**src/rtl/cde_pkg.sv**
```systemverilog
// ----------------------------------------------------------------------------
// cde_pkg
// Types, constants and calendar tables shared by the civil date converter.
// ----------------------------------------------------------------------------
package cde_pkg;

   // month numbers
   localparam logic [3:0] MON_JAN = 4'd1;
   localparam logic [3:0] MON_FEB = 4'd2;
   localparam logic [3:0] MON_MAR = 4'd3;
   localparam logic [3:0] MON_APR = 4'd4;
   localparam logic [3:0] MON_MAY = 4'd5;
   localparam logic [3:0] MON_JUN = 4'd6;
   localparam logic [3:0] MON_JUL = 4'd7;
   localparam logic [3:0] MON_AUG = 4'd8;
   localparam logic [3:0] MON_SEP = 4'd9;
   localparam logic [3:0] MON_OCT = 4'd10;
   localparam logic [3:0] MON_NOV = 4'd11;
   localparam logic [3:0] MON_DEC = 4'd12;

   localparam logic [13:0] FULL_YEAR_FIRST = 14'd1970;
   localparam logic [13:0] FULL_YEAR_LAST  = 14'd2039;
   localparam logic [13:0] YEAR_PIVOT      = 14'd40;
   localparam logic [13:0] TWO_DIGIT_FIRST = 14'd70;
   localparam logic [13:0] TWO_DIGIT_LAST  = 14'd99;
   // 2000 - 1970
   localparam logic [13:0] CENTURY_OFFSET  = 14'd30;
   // years since 1970 that are leap years have this phase mod 4
   localparam logic [1:0]  LEAP_PHASE      = 2'd2;

   localparam logic [4:0]  MAX_HOUR        = 5'd23;
   localparam logic [5:0]  MAX_MINUTE      = 6'd59;

   localparam int unsigned DAYS_PER_YEAR   = 365;
   localparam int unsigned MONTHS_PER_YEAR = 12;
   localparam int unsigned HOURS_PER_DAY   = 24;
   localparam int unsigned MINUTES_PER_HOUR = 60;
   localparam int unsigned SECONDS_PER_MINUTE = 60;
   // 1970-01-01 was a thursday
   localparam int unsigned WEEK_OFFSET     = 3;
   // ceil(2^18 / 7), exact floor for operands below 43690
   localparam int unsigned WEEK_RECIP      = 37450;
   localparam int unsigned WEEK_SHIFT      = 18;

   typedef struct packed {
      logic [13:0] year;
      logic [3:0]  month;
      logic [4:0]  day;
      logic [4:0]  hour;
      logic [5:0]  minute;
      logic [5:0]  second;
   } cde_req_type;

   typedef struct packed {
      logic [6:0]  epoch_years;
      logic [9:0]  epoch_months;
      logic [14:0] epoch_days;
      logic [11:0] epoch_weeks;
      logic [19:0] epoch_hours;
      logic [25:0] epoch_minutes;
      logic [31:0] epoch_seconds;
      logic        bad_input;
   } cde_rsp_type;

   // after field checks
   typedef struct packed {
      logic [6:0]  years;
      logic [3:0]  month;
      logic [4:0]  day;
      logic [4:0]  hour;
      logic [5:0]  minute;
      logic [5:0]  second;
      logic        leap;
      logic        bad;
   } cde_chk_type;

   // after day count
   typedef struct packed {
      logic [6:0]  years;
      logic [9:0]  months;
      logic [14:0] days;
      logic [4:0]  hour;
      logic [5:0]  minute;
      logic [5:0]  second;
      logic        bad;
   } cde_day_type;

   // after hour count
   typedef struct packed {
      logic [6:0]  years;
      logic [9:0]  months;
      logic [14:0] days;
      logic [11:0] weeks;
      logic [19:0] hours;
      logic [5:0]  minute;
      logic [5:0]  second;
      logic        bad;
   } cde_hrs_type;

   // after minute count
   typedef struct packed {
      logic [6:0]  years;
      logic [9:0]  months;
      logic [14:0] days;
      logic [11:0] weeks;
      logic [19:0] hours;
      logic [25:0] minutes;
      logic [5:0]  second;
      logic        bad;
   } cde_mins_type;

   function automatic logic [4:0] month_length(input logic [3:0] month, input logic leap);
      logic [4:0] len;
      case (month) inside
         MON_JAN, MON_MAR, MON_MAY, MON_JUL, MON_AUG, MON_OCT, MON_DEC: len = 5'd31;
         MON_APR, MON_JUN, MON_SEP, MON_NOV:                            len = 5'd30;
         MON_FEB: len = leap ? 5'd29 : 5'd28;
         default: len = 5'd0;
      endcase
      return len;
   endfunction

   function automatic logic [8:0] days_before_month(input logic [3:0] month);
      logic [8:0] d;
      case (month)
         MON_JAN: d = 9'd0;
         MON_FEB: d = 9'd31;
         MON_MAR: d = 9'd59;
         MON_APR: d = 9'd90;
         MON_MAY: d = 9'd120;
         MON_JUN: d = 9'd151;
         MON_JUL: d = 9'd181;
         MON_AUG: d = 9'd212;
         MON_SEP: d = 9'd243;
         MON_OCT: d = 9'd273;
         MON_NOV: d = 9'd304;
         MON_DEC: d = 9'd334;
         default: d = 9'd0;
      endcase
      return d;
   endfunction

endpackage

```
**src/rtl/cde_check.sv**
```systemverilog
// ----------------------------------------------------------------------------
// cde_check
// First pipeline stage: year mapping, leap flag and field range checks.
// ----------------------------------------------------------------------------
module cde_check import cde_pkg::*; (
   input  logic        clock,
   input  logic        reset,
   input  logic        year_two_digits,
   input  logic        in_valid,
   output logic        in_ready,
   input  cde_req_type in_data,
   output logic        out_valid,
   input  logic        out_ready,
   output cde_chk_type out_data
);

   logic        valid_ff;
   cde_chk_type data_ff;
   cde_chk_type data_in;
   logic        bad_year;
   logic        bad_month;
   logic        bad_day;
   logic        bad_time;
   logic [6:0]  years;
   logic        leap;

   always_comb begin
      if (year_two_digits) begin
         bad_year = (in_data.year > TWO_DIGIT_LAST) ||
                    ((in_data.year >= YEAR_PIVOT) && (in_data.year < TWO_DIGIT_FIRST));
         years    = (in_data.year < YEAR_PIVOT) ? 7'(in_data.year + CENTURY_OFFSET)
                                                : 7'(in_data.year - TWO_DIGIT_FIRST);
      end else begin
         bad_year = (in_data.year < FULL_YEAR_FIRST) || (in_data.year > FULL_YEAR_LAST);
         years    = 7'(in_data.year - FULL_YEAR_FIRST);
      end
      // only century in range is 2000, which is a leap year
      leap      = (years[1:0] == LEAP_PHASE);
      bad_month = (in_data.month < MON_JAN) || (in_data.month > MON_DEC);
      bad_day   = (in_data.day == 5'd0) ||
                  (in_data.day > month_length(in_data.month, leap));
      bad_time  = (in_data.hour > MAX_HOUR) || (in_data.minute > MAX_MINUTE) ||
                  (in_data.second > MAX_MINUTE);

      data_in.years  = years;
      data_in.month  = in_data.month;
      data_in.day    = in_data.day;
      data_in.hour   = in_data.hour;
      data_in.minute = in_data.minute;
      data_in.second = in_data.second;
      data_in.leap   = leap;
      data_in.bad    = bad_year || bad_month || bad_day || bad_time;
   end

   assign in_ready  = !valid_ff || out_ready;
   assign out_valid = valid_ff;
   assign out_data  = data_ff;

   always_ff @(posedge clock) begin
      if (reset) begin
         valid_ff <= 1'b0;
      end else if (in_ready) begin
         valid_ff <= in_valid;
      end
      if (in_ready && in_valid) begin
         data_ff <= data_in;
      end
   end

endmodule

```
**src/rtl/cde_days.sv**
```systemverilog
// ----------------------------------------------------------------------------
// cde_days
// Second pipeline stage: closed-form day count and month count.
// ----------------------------------------------------------------------------
module cde_days import cde_pkg::*; (
   input  logic        clock,
   input  logic        reset,
   input  logic        in_valid,
   output logic        in_ready,
   input  cde_chk_type in_data,
   output logic        out_valid,
   input  logic        out_ready,
   output cde_day_type out_data
);

   logic        valid_ff;
   cde_day_type data_ff;
   cde_day_type data_in;
   logic [15:0] days_sum;
   logic        leap_day;

   always_comb begin
      // feb 29 already passed this year
      leap_day = in_data.leap && (in_data.month > MON_FEB);
      // leap years in 1970 .. year-1 is (years + 1) / 4
      days_sum = 16'(in_data.years) * 16'(DAYS_PER_YEAR)
               + ((16'(in_data.years) + 16'd1) >> 2)
               + 16'(days_before_month(in_data.month))
               + 16'(in_data.day) - 16'd1
               + 16'(leap_day);

      data_in.years  = in_data.years;
      data_in.months = 10'(in_data.years) * 10'(MONTHS_PER_YEAR) + 10'(in_data.month);
      data_in.days   = days_sum[14:0];
      data_in.hour   = in_data.hour;
      data_in.minute = in_data.minute;
      data_in.second = in_data.second;
      data_in.bad    = in_data.bad;
   end

   assign in_ready  = !valid_ff || out_ready;
   assign out_valid = valid_ff;
   assign out_data  = data_ff;

   always_ff @(posedge clock) begin
      if (reset) begin
         valid_ff <= 1'b0;
      end else if (in_ready) begin
         valid_ff <= in_valid;
      end
      if (in_ready && in_valid) begin
         data_ff <= data_in;
      end
   end

endmodule

```
**src/rtl/cde_scale.sv**
```systemverilog
// ----------------------------------------------------------------------------
// cde_scale
// Three pipeline stages: weeks and hours, then minutes, then seconds and
// the final result word with counts cleared on bad input.
// ----------------------------------------------------------------------------
module cde_scale import cde_pkg::*; (
   input  logic        clock,
   input  logic        reset,
   input  logic        in_valid,
   output logic        in_ready,
   input  cde_day_type in_data,
   output logic        out_valid,
   input  logic        out_ready,
   output cde_rsp_type out_data
);

   logic         hrs_valid_ff;
   cde_hrs_type  hrs_ff;
   cde_hrs_type  hrs_in;
   logic         hrs_ready;
   logic         mins_valid_ff;
   cde_mins_type mins_ff;
   cde_mins_type mins_in;
   logic         mins_ready;
   logic         rsp_valid_ff;
   cde_rsp_type  rsp_ff;
   cde_rsp_type  rsp_in;
   logic [31:0]  week_prod;
   logic [31:0]  seconds;

   // stage: weeks by reciprocal multiply, hours
   always_comb begin
      week_prod = (32'(in_data.days) + 32'(WEEK_OFFSET)) * 32'(WEEK_RECIP);

      hrs_in.years  = in_data.years;
      hrs_in.months = in_data.months;
      hrs_in.days   = in_data.days;
      hrs_in.weeks  = 12'(week_prod >> WEEK_SHIFT);
      hrs_in.hours  = 20'(in_data.days) * 20'(HOURS_PER_DAY) + 20'(in_data.hour);
      hrs_in.minute = in_data.minute;
      hrs_in.second = in_data.second;
      hrs_in.bad    = in_data.bad;
   end

   // stage: minutes
   always_comb begin
      mins_in.years   = hrs_ff.years;
      mins_in.months  = hrs_ff.months;
      mins_in.days    = hrs_ff.days;
      mins_in.weeks   = hrs_ff.weeks;
      mins_in.hours   = hrs_ff.hours;
      mins_in.minutes = 26'(hrs_ff.hours) * 26'(MINUTES_PER_HOUR) + 26'(hrs_ff.minute);
      mins_in.second  = hrs_ff.second;
      mins_in.bad     = hrs_ff.bad;
   end

   // stage: seconds, counts cleared on bad input
   always_comb begin
      seconds = 32'(mins_ff.minutes) * 32'(SECONDS_PER_MINUTE) + 32'(mins_ff.second);
      if (mins_ff.bad) begin
         rsp_in = '0;
      end else begin
         rsp_in.epoch_years   = mins_ff.years;
         rsp_in.epoch_months  = mins_ff.months;
         rsp_in.epoch_days    = mins_ff.days;
         rsp_in.epoch_weeks   = mins_ff.weeks;
         rsp_in.epoch_hours   = mins_ff.hours;
         rsp_in.epoch_minutes = mins_ff.minutes;
         rsp_in.epoch_seconds = seconds;
      end
      rsp_in.bad_input = mins_ff.bad;
   end

   assign mins_ready = !rsp_valid_ff || out_ready;
   assign hrs_ready  = !mins_valid_ff || mins_ready;
   assign in_ready   = !hrs_valid_ff || hrs_ready;
   assign out_valid  = rsp_valid_ff;
   assign out_data   = rsp_ff;

   always_ff @(posedge clock) begin
      if (reset) begin
         hrs_valid_ff  <= 1'b0;
         mins_valid_ff <= 1'b0;
         rsp_valid_ff  <= 1'b0;
      end else begin
         if (in_ready) begin
            hrs_valid_ff <= in_valid;
         end
         if (hrs_ready) begin
            mins_valid_ff <= hrs_valid_ff;
         end
         if (mins_ready) begin
            rsp_valid_ff <= mins_valid_ff;
         end
      end
      if (in_ready && in_valid) begin
         hrs_ff <= hrs_in;
      end
      if (hrs_ready && hrs_valid_ff) begin
         mins_ff <= mins_in;
      end
      if (mins_ready && mins_valid_ff) begin
         rsp_ff <= rsp_in;
      end
   end

endmodule

```
**src/rtl/civil_date_to_epoch_counts.sv**
```systemverilog
// ----------------------------------------------------------------------------
// civil_date_to_epoch_counts
// Converts a calendar date and time to counts since 1970-01-01 00:00:00.
//
// Usage:
//   req_ channel carries one date/time word (year, month, day, hour, minute,
//   second); rsp_ channel returns one result word per request with years,
//   months, days, weeks (offset by three days), hours, minutes and seconds
//   since the epoch, plus bad_input. With bad_input set all counts are zero.
//   csr_wr_en / csr_wr_data write year_two_digits (1: two-digit year, below
//   40 is 20xx, 70..99 is 19xx, else bad). Write it only while no word is
//   in flight. Each word passes five registered stages: check, day count,
//   hours, minutes, seconds. Throughput is one word per cycle unless
//   rsp_ready stalls; every stage holds its own valid bit and the constant
//   multiplies set the stage depth. A stalled rsp_ready holds the output
//   word and fills the stages behind it; req_ready drops only when all five
//   stages are full. Reset empties the pipeline and clears year_two_digits.
// ----------------------------------------------------------------------------
module civil_date_to_epoch_counts import cde_pkg::*; (
   input  logic        clock,
   input  logic        reset,
   input  logic        req_valid,
   output logic        req_ready,
   input  cde_req_type req_data,
   output logic        rsp_valid,
   input  logic        rsp_ready,
   output cde_rsp_type rsp_data,
   input  logic        csr_wr_en,
   input  logic        csr_wr_data
);

   logic        year_two_digits_ff;
   logic        chk_valid;
   logic        chk_ready;
   cde_chk_type chk_data;
   logic        day_valid;
   logic        day_ready;
   cde_day_type day_data;

   always_ff @(posedge clock) begin
      if (reset) begin
         year_two_digits_ff <= 1'b0;
      end else if (csr_wr_en) begin
         year_two_digits_ff <= csr_wr_data;
      end
   end

   cde_check u_check (
      .clock           (clock),
      .reset           (reset),
      .year_two_digits (year_two_digits_ff),
      .in_valid        (req_valid),
      .in_ready        (req_ready),
      .in_data         (req_data),
      .out_valid       (chk_valid),
      .out_ready       (chk_ready),
      .out_data        (chk_data)
   );

   cde_days u_days (
      .clock     (clock),
      .reset     (reset),
      .in_valid  (chk_valid),
      .in_ready  (chk_ready),
      .in_data   (chk_data),
      .out_valid (day_valid),
      .out_ready (day_ready),
      .out_data  (day_data)
   );

   cde_scale u_scale (
      .clock     (clock),
      .reset     (reset),
      .in_valid  (day_valid),
      .in_ready  (day_ready),
      .in_data   (day_data),
      .out_valid (rsp_valid),
      .out_ready (rsp_ready),
      .out_data  (rsp_data)
   );

   // pipeline is empty right after reset
   a_empty_after_reset: assert property (@(posedge clock)
      !reset && $past(reset) |-> !rsp_valid)
      else $error("result word valid right after reset");

   // bad input clears the year, day and second counts
   a_bad_clears: assert property (@(posedge clock) disable iff (reset)
      rsp_valid && rsp_data.bad_input |->
         (rsp_data.epoch_years == 7'd0) && (rsp_data.epoch_days == 15'd0) &&
         (rsp_data.epoch_seconds == 32'd0))
      else $error("counts not cleared on bad input");

   // weeks agree with days
   a_weeks: assert property (@(posedge clock) disable iff (reset)
      rsp_valid && !rsp_data.bad_input |->
         (16'(rsp_data.epoch_weeks) * 16'd7 <= 16'(rsp_data.epoch_days) + 16'd3) &&
         (16'(rsp_data.epoch_days) + 16'd3 < 16'(rsp_data.epoch_weeks) * 16'd7 + 16'd7))
      else $error("week count out of step with day count");

   // hours agree with days
   a_hours: assert property (@(posedge clock) disable iff (reset)
      rsp_valid && !rsp_data.bad_input |->
         (rsp_data.epoch_hours >= 20'(rsp_data.epoch_days) * 20'd24) &&
         (rsp_data.epoch_hours < 20'(rsp_data.epoch_days) * 20'd24 + 20'd24))
      else $error("hour count out of step with day count");

   // months agree with years
   a_months: assert property (@(posedge clock) disable iff (reset)
      rsp_valid && !rsp_data.bad_input |->
         (rsp_data.epoch_months > 10'(rsp_data.epoch_years) * 10'd12) &&
         (rsp_data.epoch_months <= 10'(rsp_data.epoch_years) * 10'd12 + 10'd12))
      else $error("month count out of step with year count");

endmodule

```
**config.mk**
```make
export PLATFORM = sky130hd
export DESIGN_NAME = civil_date_to_epoch_counts
export DESIGN_NICKNAME = d
export VERILOG_FILES = /design/src/rtl/cde_pkg.sv /design/src/rtl/cde_check.sv /design/src/rtl/cde_days.sv /design/src/rtl/cde_scale.sv /design/src/rtl/civil_date_to_epoch_counts.sv
export SDC_FILE = /design/constraint.sdc
export NUM_CORES = 1
export LEC_CHECK = 0
export BUFFER_PORTS_ARGS = -buffer_cell sky130_fd_sc_hd__buf_2
export CAP_MARGIN = 5
export CORE_ASPECT_RATIO = 1.5
export CORE_MARGIN = 2
export CORE_UTILIZATION = 60
export DETAILED_ROUTE_END_ITERATION = 10
export GPL_TIMING_DRIVEN = 0
export MAX_ROUTING_LAYER = met4
export PLACE_DENSITY = 0.9
export SYNTH_ARGS = -nofsm -noshare
export SYNTH_HDL_FRONTEND = slang
export SYNTH_SLANG_ARGS = --single-unit
```
**constraint.sdc**
```tcl
create_clock -name clock -period 15 [get_ports clock]
set_input_delay 3 -clock clock [delete_from_list [all_inputs] [get_ports clock]]
set_output_delay 3 -clock clock [all_outputs]
set_load 0.02 [all_outputs]
```
# Word-level counts from Yosys, hierarchy flattened
# Memory sizes are Yosys's and may differ from the RTL's. A register that Yosys moved wholly into a read port is not among the register bits.
# Cells that the tools add are included.
[classes]
eq_ne = 13
reduce_logical = 29
n_addsub = 14
multipliers = 6
magnitude_cmp = 13
mux = 8
[ops]
columns = ["operator", "count"]
rows = [
  ["32-bit by 6-bit adder with 32-bit output", 1],
  ["32-bit by 15-bit multiplier with 29-bit output, second input constant", 1],
  ["26-bit by 4-bit multiplier with 30-bit output, second input constant", 1],
  ["26-bit by 6-bit adder with 26-bit output", 1],
  ["20-bit by 4-bit multiplier with 24-bit output, second input constant", 1],
  ["20-bit by 5-bit adder with 20-bit output", 1],
  ["4-bit equality test, second input constant", 5],
  ["15-bit by 2-bit multiplier with 17-bit output, second input constant", 1],
  ["15-bit by 2-bit adder with 16-bit output, second input constant", 1],
  ["4-bit by 3-bit equality test with 1-bit output, second input constant", 4],
  ["15-bit by 1-bit adder with 15-bit output", 1],
  ["15-bit by 14-bit adder with 15-bit output", 1],
  ["15-bit by 5-bit adder with 15-bit output", 1],
  ["15-bit by 9-bit adder with 15-bit output", 1],
  ["7-bit by 9-bit multiplier with 15-bit output, second input constant", 1],
  ["5-bit two-way mux", 3],
  ["15-bit by 1-bit subtractor with 15-bit output, second input constant", 1],
  ["14-bit by 6-bit >= comparator with 1-bit output, second input constant", 1],
  ["14-bit by 11-bit greater-than comparator with 1-bit output, second input constant", 1],
  ["14-bit by 7-bit greater-than comparator with 1-bit output, second input constant", 1],
  ["1-bit logical OR", 14],
  ["14-bit by 11-bit < comparator with 1-bit output, second input constant", 1],
  ["14-bit by 6-bit < comparator with 1-bit output, second input constant", 1],
  ["14-bit by 7-bit < comparator with 1-bit output, second input constant", 1],
  ["23 further kinds", 37],
]
[word_totals]
mem_bits_ro = 144
n_memories = 1
output_inout_bits = 125
reg_bits = 388
inputBits = 46
word_cells = 129
[memory_table]
columns = ["memory", "words", "word_bits", "read_ports", "rd_clocked_by_memory_dff", "write_ports", "line", "text"]
rows = [
  ["(name not given)", 16, 9, 1, 1, 0, "cde_pkg.sv:125", "case (month)"],
]

# Logic depth before layout (Yosys ltp)
[logic_depth]
ltp_word = 12
mapped_depth = 27
mapped_depth_nobuf = 27

# Hierarchy
# From an unflattened synthesis, not the netlist that was laid out.
[unflattened]
hier_cells = 2109
area_unflattened_um2 = 25992.4
[modules_own_cells]
columns = ["mod", "seq_area_each_um2", "instances", "area_per_inst_um2", "cells_each"]
rows = [
  ["cde_scale", 8978.6, 1, 20105.5, 1637],
  ["cde_days", 1521.5, 1, 4347.9, 373],
  ["cde_check", 1071.0, 1, 1505.2, 96],
  ["civil_date_to_epoch_counts", 20.0, 1, 33.8, 3],
]

# Worst setup path after synthesis
# Ideal clock, no wire load.
[synth_timing]
path_type = "input to register"
start = "in rsp_ready"
end = "reg u_scale.mins_ff[0] in the netlist's numbering, enable pin"
required_ns = 14.299
path_stages = 2
setup_ns = 0.701
path_buffers = 0
slack_ns = 4.192
arrival_ns = 10.107
cell_sequence = "nor2b_1 -> a21boi_0"
[synth_between]
elab_chain_cells = 3
[synth_rtl]
columns = ["element", "line", "text"]
rows = [
  ["start: declaration", "civil_date_to_epoch_counts.sv:26", "input logic rsp_ready,"],
  ["1-bit logical OR", "cde_scale.sv:74", "assign mins_ready = !rsp_valid_ff || out_ready;"],
  ["1-bit logical OR", "cde_scale.sv:75", "assign hrs_ready = !mins_valid_ff || mins_ready;"],
  ["1-bit logical AND", "cde_scale.sv:99", "if (hrs_ready && hrs_valid_ff) begin"],
  ["end signal: assignment", "cde_scale.sv:100", "mins_ff <= mins_in;"],
  ["end: declaration", "cde_scale.sv:22", "cde_mins_type mins_ff;"],
]
# No other way between the ends.
# A chain may end at the register's enable or synchronous reset.

==> results.toml <==
[clock_tree]
cts_htree_levels = 2
cts_root_buf = "clkbuf_16"
clock_latency_ps = 550
ctsHoldBuffers = 0
cts_sinks = 397
cts_made_buffers = 37
cts_setup_buffers = 0
clockBufferDepth = 3
post_cts_resized = 0
tritoncts = "built"
cts.clk_slew.worst_paths_ps = 60

[placed_design]
io_buffers = 169
dpl_worst_slack_ps = 6273
hpwl_mm = 42.85
gp_congestion = 0.9412

[global_routing]
grt_pass1_wl_mm = 86.95
antenna_found_initial = 1
globalRouteOverflowTotal = 0
grt_util_all_layers_pct = 25.51
grt_pass1_vias = 17340
grt_max_degree = 43

[detailed_routing]
ant_nets = 0
routed-via-count = 16130
postRouteWirelength_mm = 53.87
drc = 0
first_pass_iters = 5
drtIter0Drc = 831
post_drt_wl_per_cell_um = 19.01
avgViaCountPerCell = 5.690

[sta]
fin_tns_setup_ps = 0
final_max_slew_viol_count = 0
clock_skew_ps = 15.72
min_period_ps = 9005
fin_crit_sh_pct = 60.03
worst_pin_slew_ps = 1108
setup_violations = 0
fmax_ghz = 0.1111
rsz0062_at_grt = "false"
hold_slack_ps = 413.0
hold_viol = 0
slew_headroom_pct = 25.07
fin_ws_ps = 5995

[yosys]
yosysWarnings = 0
synth.yosys.seq_area_share_pct = 45.89
ys_async_sr_fraction_pct = 0
yosysTopAreaCell = "edfxtp_1"
synth_flop_cell = "edfxtp_1"
synth_commonest_cells = "382 x edfxtp_1, 270 x ha_1, 176 x inv_1"
yosysMostFrequentCell = "edfxtp_1"
netlist_area_um2 = 25650
synthTopCellsByArea = "edfxtp_1 45%, fa_1 13%, ha_1 13%"
syn-num-nets = 2510
synth_top_area_share_pct = 44.72
synth_edf_count = 382
synth.distinct_cells = 86
avgSynthCellArea_um2 = 12.67
synth_cells = 2024
synth-seq-cells = 397

[hold_path]
hold_class = "flip-flop to flip-flop"

[job]
cap_violations = 0

[worst_setup_path]
crit_fanout = 6
cp.required_ps = 15260
critical_path_class = "flip-flop to flip-flop"
worstPathArrival_ps = 9260
start_kind = "flip-flop"
crit_path_end_kind = "flip-flop"

[cells_and_area]
drive_above_1_share_pct = 12.74
regArea_um2 = 11770
multi_input_area_um2 = 13140
fin_nets = 2728
area_growth_pct = 11.98
fillerInstances = 2965

[floorplan]
coreArea_um2 = 42130
core.rowCount = 92
start_util_pct = 60.89
die_h_um = 257.2
ios = 171
dieArea_um2 = 44460
dieWidth_um = 172.8

[outcome]
status = "completed"
## metal layers
layer	vias up	share of wire (%)	GRT usage, %
li1	7656	-	-
met5	-	0	-
met1	7935	35	25.28
met2	382	57	49.14
met3	152	2.9	2.704
met4	0	5.2	12.29
## final timing paths
kind | from | end | slack [ps] | depth (start not counted)
setup / recovery | u_days.out_data[18]$_DFFE_PP_ | u_scale.hrs_ff[44]$_DFFE_PP_ | 6000 | 26
hold / removal | u_scale.hrs_ff[40]$_DFFE_PP_ | u_scale.mins_ff[60]$_DFFE_PP_ | 410 | 0
setup reg to reg | u_days.out_data[18]$_DFFE_PP_ | u_scale.hrs_ff[44]$_DFFE_PP_ | 6000 | 26
hold reg to reg | u_scale.hrs_ff[40]$_DFFE_PP_ | u_scale.mins_ff[60]$_DFFE_PP_ | 410 | 0
## sequential cells by signal, summed over array words and instances (netlist names), 35 cells and up, named ones only
name	cells
u_check.out_data	35
u_days.out_data	50
u_scale.hrs_ff	77
u_scale.mins_ff	97
u_scale.out_data	123
## worst max-delay path, stage by stage (launching register included)
cell	delay, ps
edfxtp_1	610
inv_1	210
ha_1	280
nand2b_1	190
nor2_1	260
and3_1	260
nand3_1	110
xor2_1	680
inv_1	150
ha_1	340
ha_1	280
ha_1	310
fa_1	470
fa_1	550
inv_1	60
fa_1	530
inv_1	40
ha_1	310
and4_1	230
nand4_1	100
o311ai_1	620
a41oi_1	320
a2111oi_1	680
o21a_1	250
o21a_1	200
o21bai_1	110
xor2_1	560
## cell families after synthesis
kind of cell,synth area share (%)
AND/OR/NAND/NOR,10.13
adder cells (fa/ha/maj),26.44
flip-flops,45.89
AO/OA/AOI/OAI,7.931
buffers and inverters,3.107
XOR/XNOR,5.868
multiplexers,0.6389
## stage by stage
step | area [um2] | instances | utilization [%]
finish | 28730 | 2834 | 68.18
global route | 28730 | 2834 | 68.18
CTS | 28720 | 2833 | 68.18
detailed placement | 27460 | 2767 | 65.19
global placement | 27200 | 2757 | 64.57
floorplan | 25650 | 2024 | -
## cells in the final DEF, fill, tap and decap left out, types with 5 or more instances in the layout
cell / netlist / layout
edfxtp_1: 382 / 382
ha_1: 270 / 270
buf_2: 10 / 179
inv_1: 176 / 176
fa_1: 170 / 170
nor2b_1: 117 / 115
xnor2_1: 108 / 108
nor2_1: 103 / 103
nand2_1: 91 / 91
a21oi_1: 79 / 79
xor2_1: 62 / 62
o21ai_0: 53 / 53
nand3_1: 42 / 42
clkbuf_16: 0 / 37
a21o_1: 32 / 32
nor3_1: 30 / 30
clkbuf_1: 22 / 26
nand4_1: 22 / 22
o21a_1: 17 / 17
a211oi_1: 15 / 15
dfxtp_1: 15 / 15
and3_1: 14 / 14
o211ai_1: 14 / 14
mux2i_1: 13 / 13
or2_2: 10 / 10
o21bai_1: 9 / 9
and4_1: 9 / 9
buf_12: 0 / 9
nand2b_1: 8 / 8
and2_1: 8 / 8
a31oi_1: 9 / 8
or3_1: 7 / 7
nor4_1: 6 / 6
bufinv_16: 0 / 6
clkinv_2: 0 / 6
a21boi_0: 7 / 5
o31ai_1: 5 / 5
nor3b_1: 5 / 5
## final cells by class
class                      count  share of cell area [%]
antenna                        1                0.008711
tap                          564                   2.457
buffer                        33                  0.4748
clock inverter                25                   1.111
clock buffer                  41                   3.275
inverter                     176                   2.300
sequential                   397                   40.98
multi-input combinational   1418                   45.73
timing repair buffer         179                   3.667
Power is left out: the tool's default activity adds up to more than one toggle a clock period on the data nets, which glitch-free logic cannot reach.
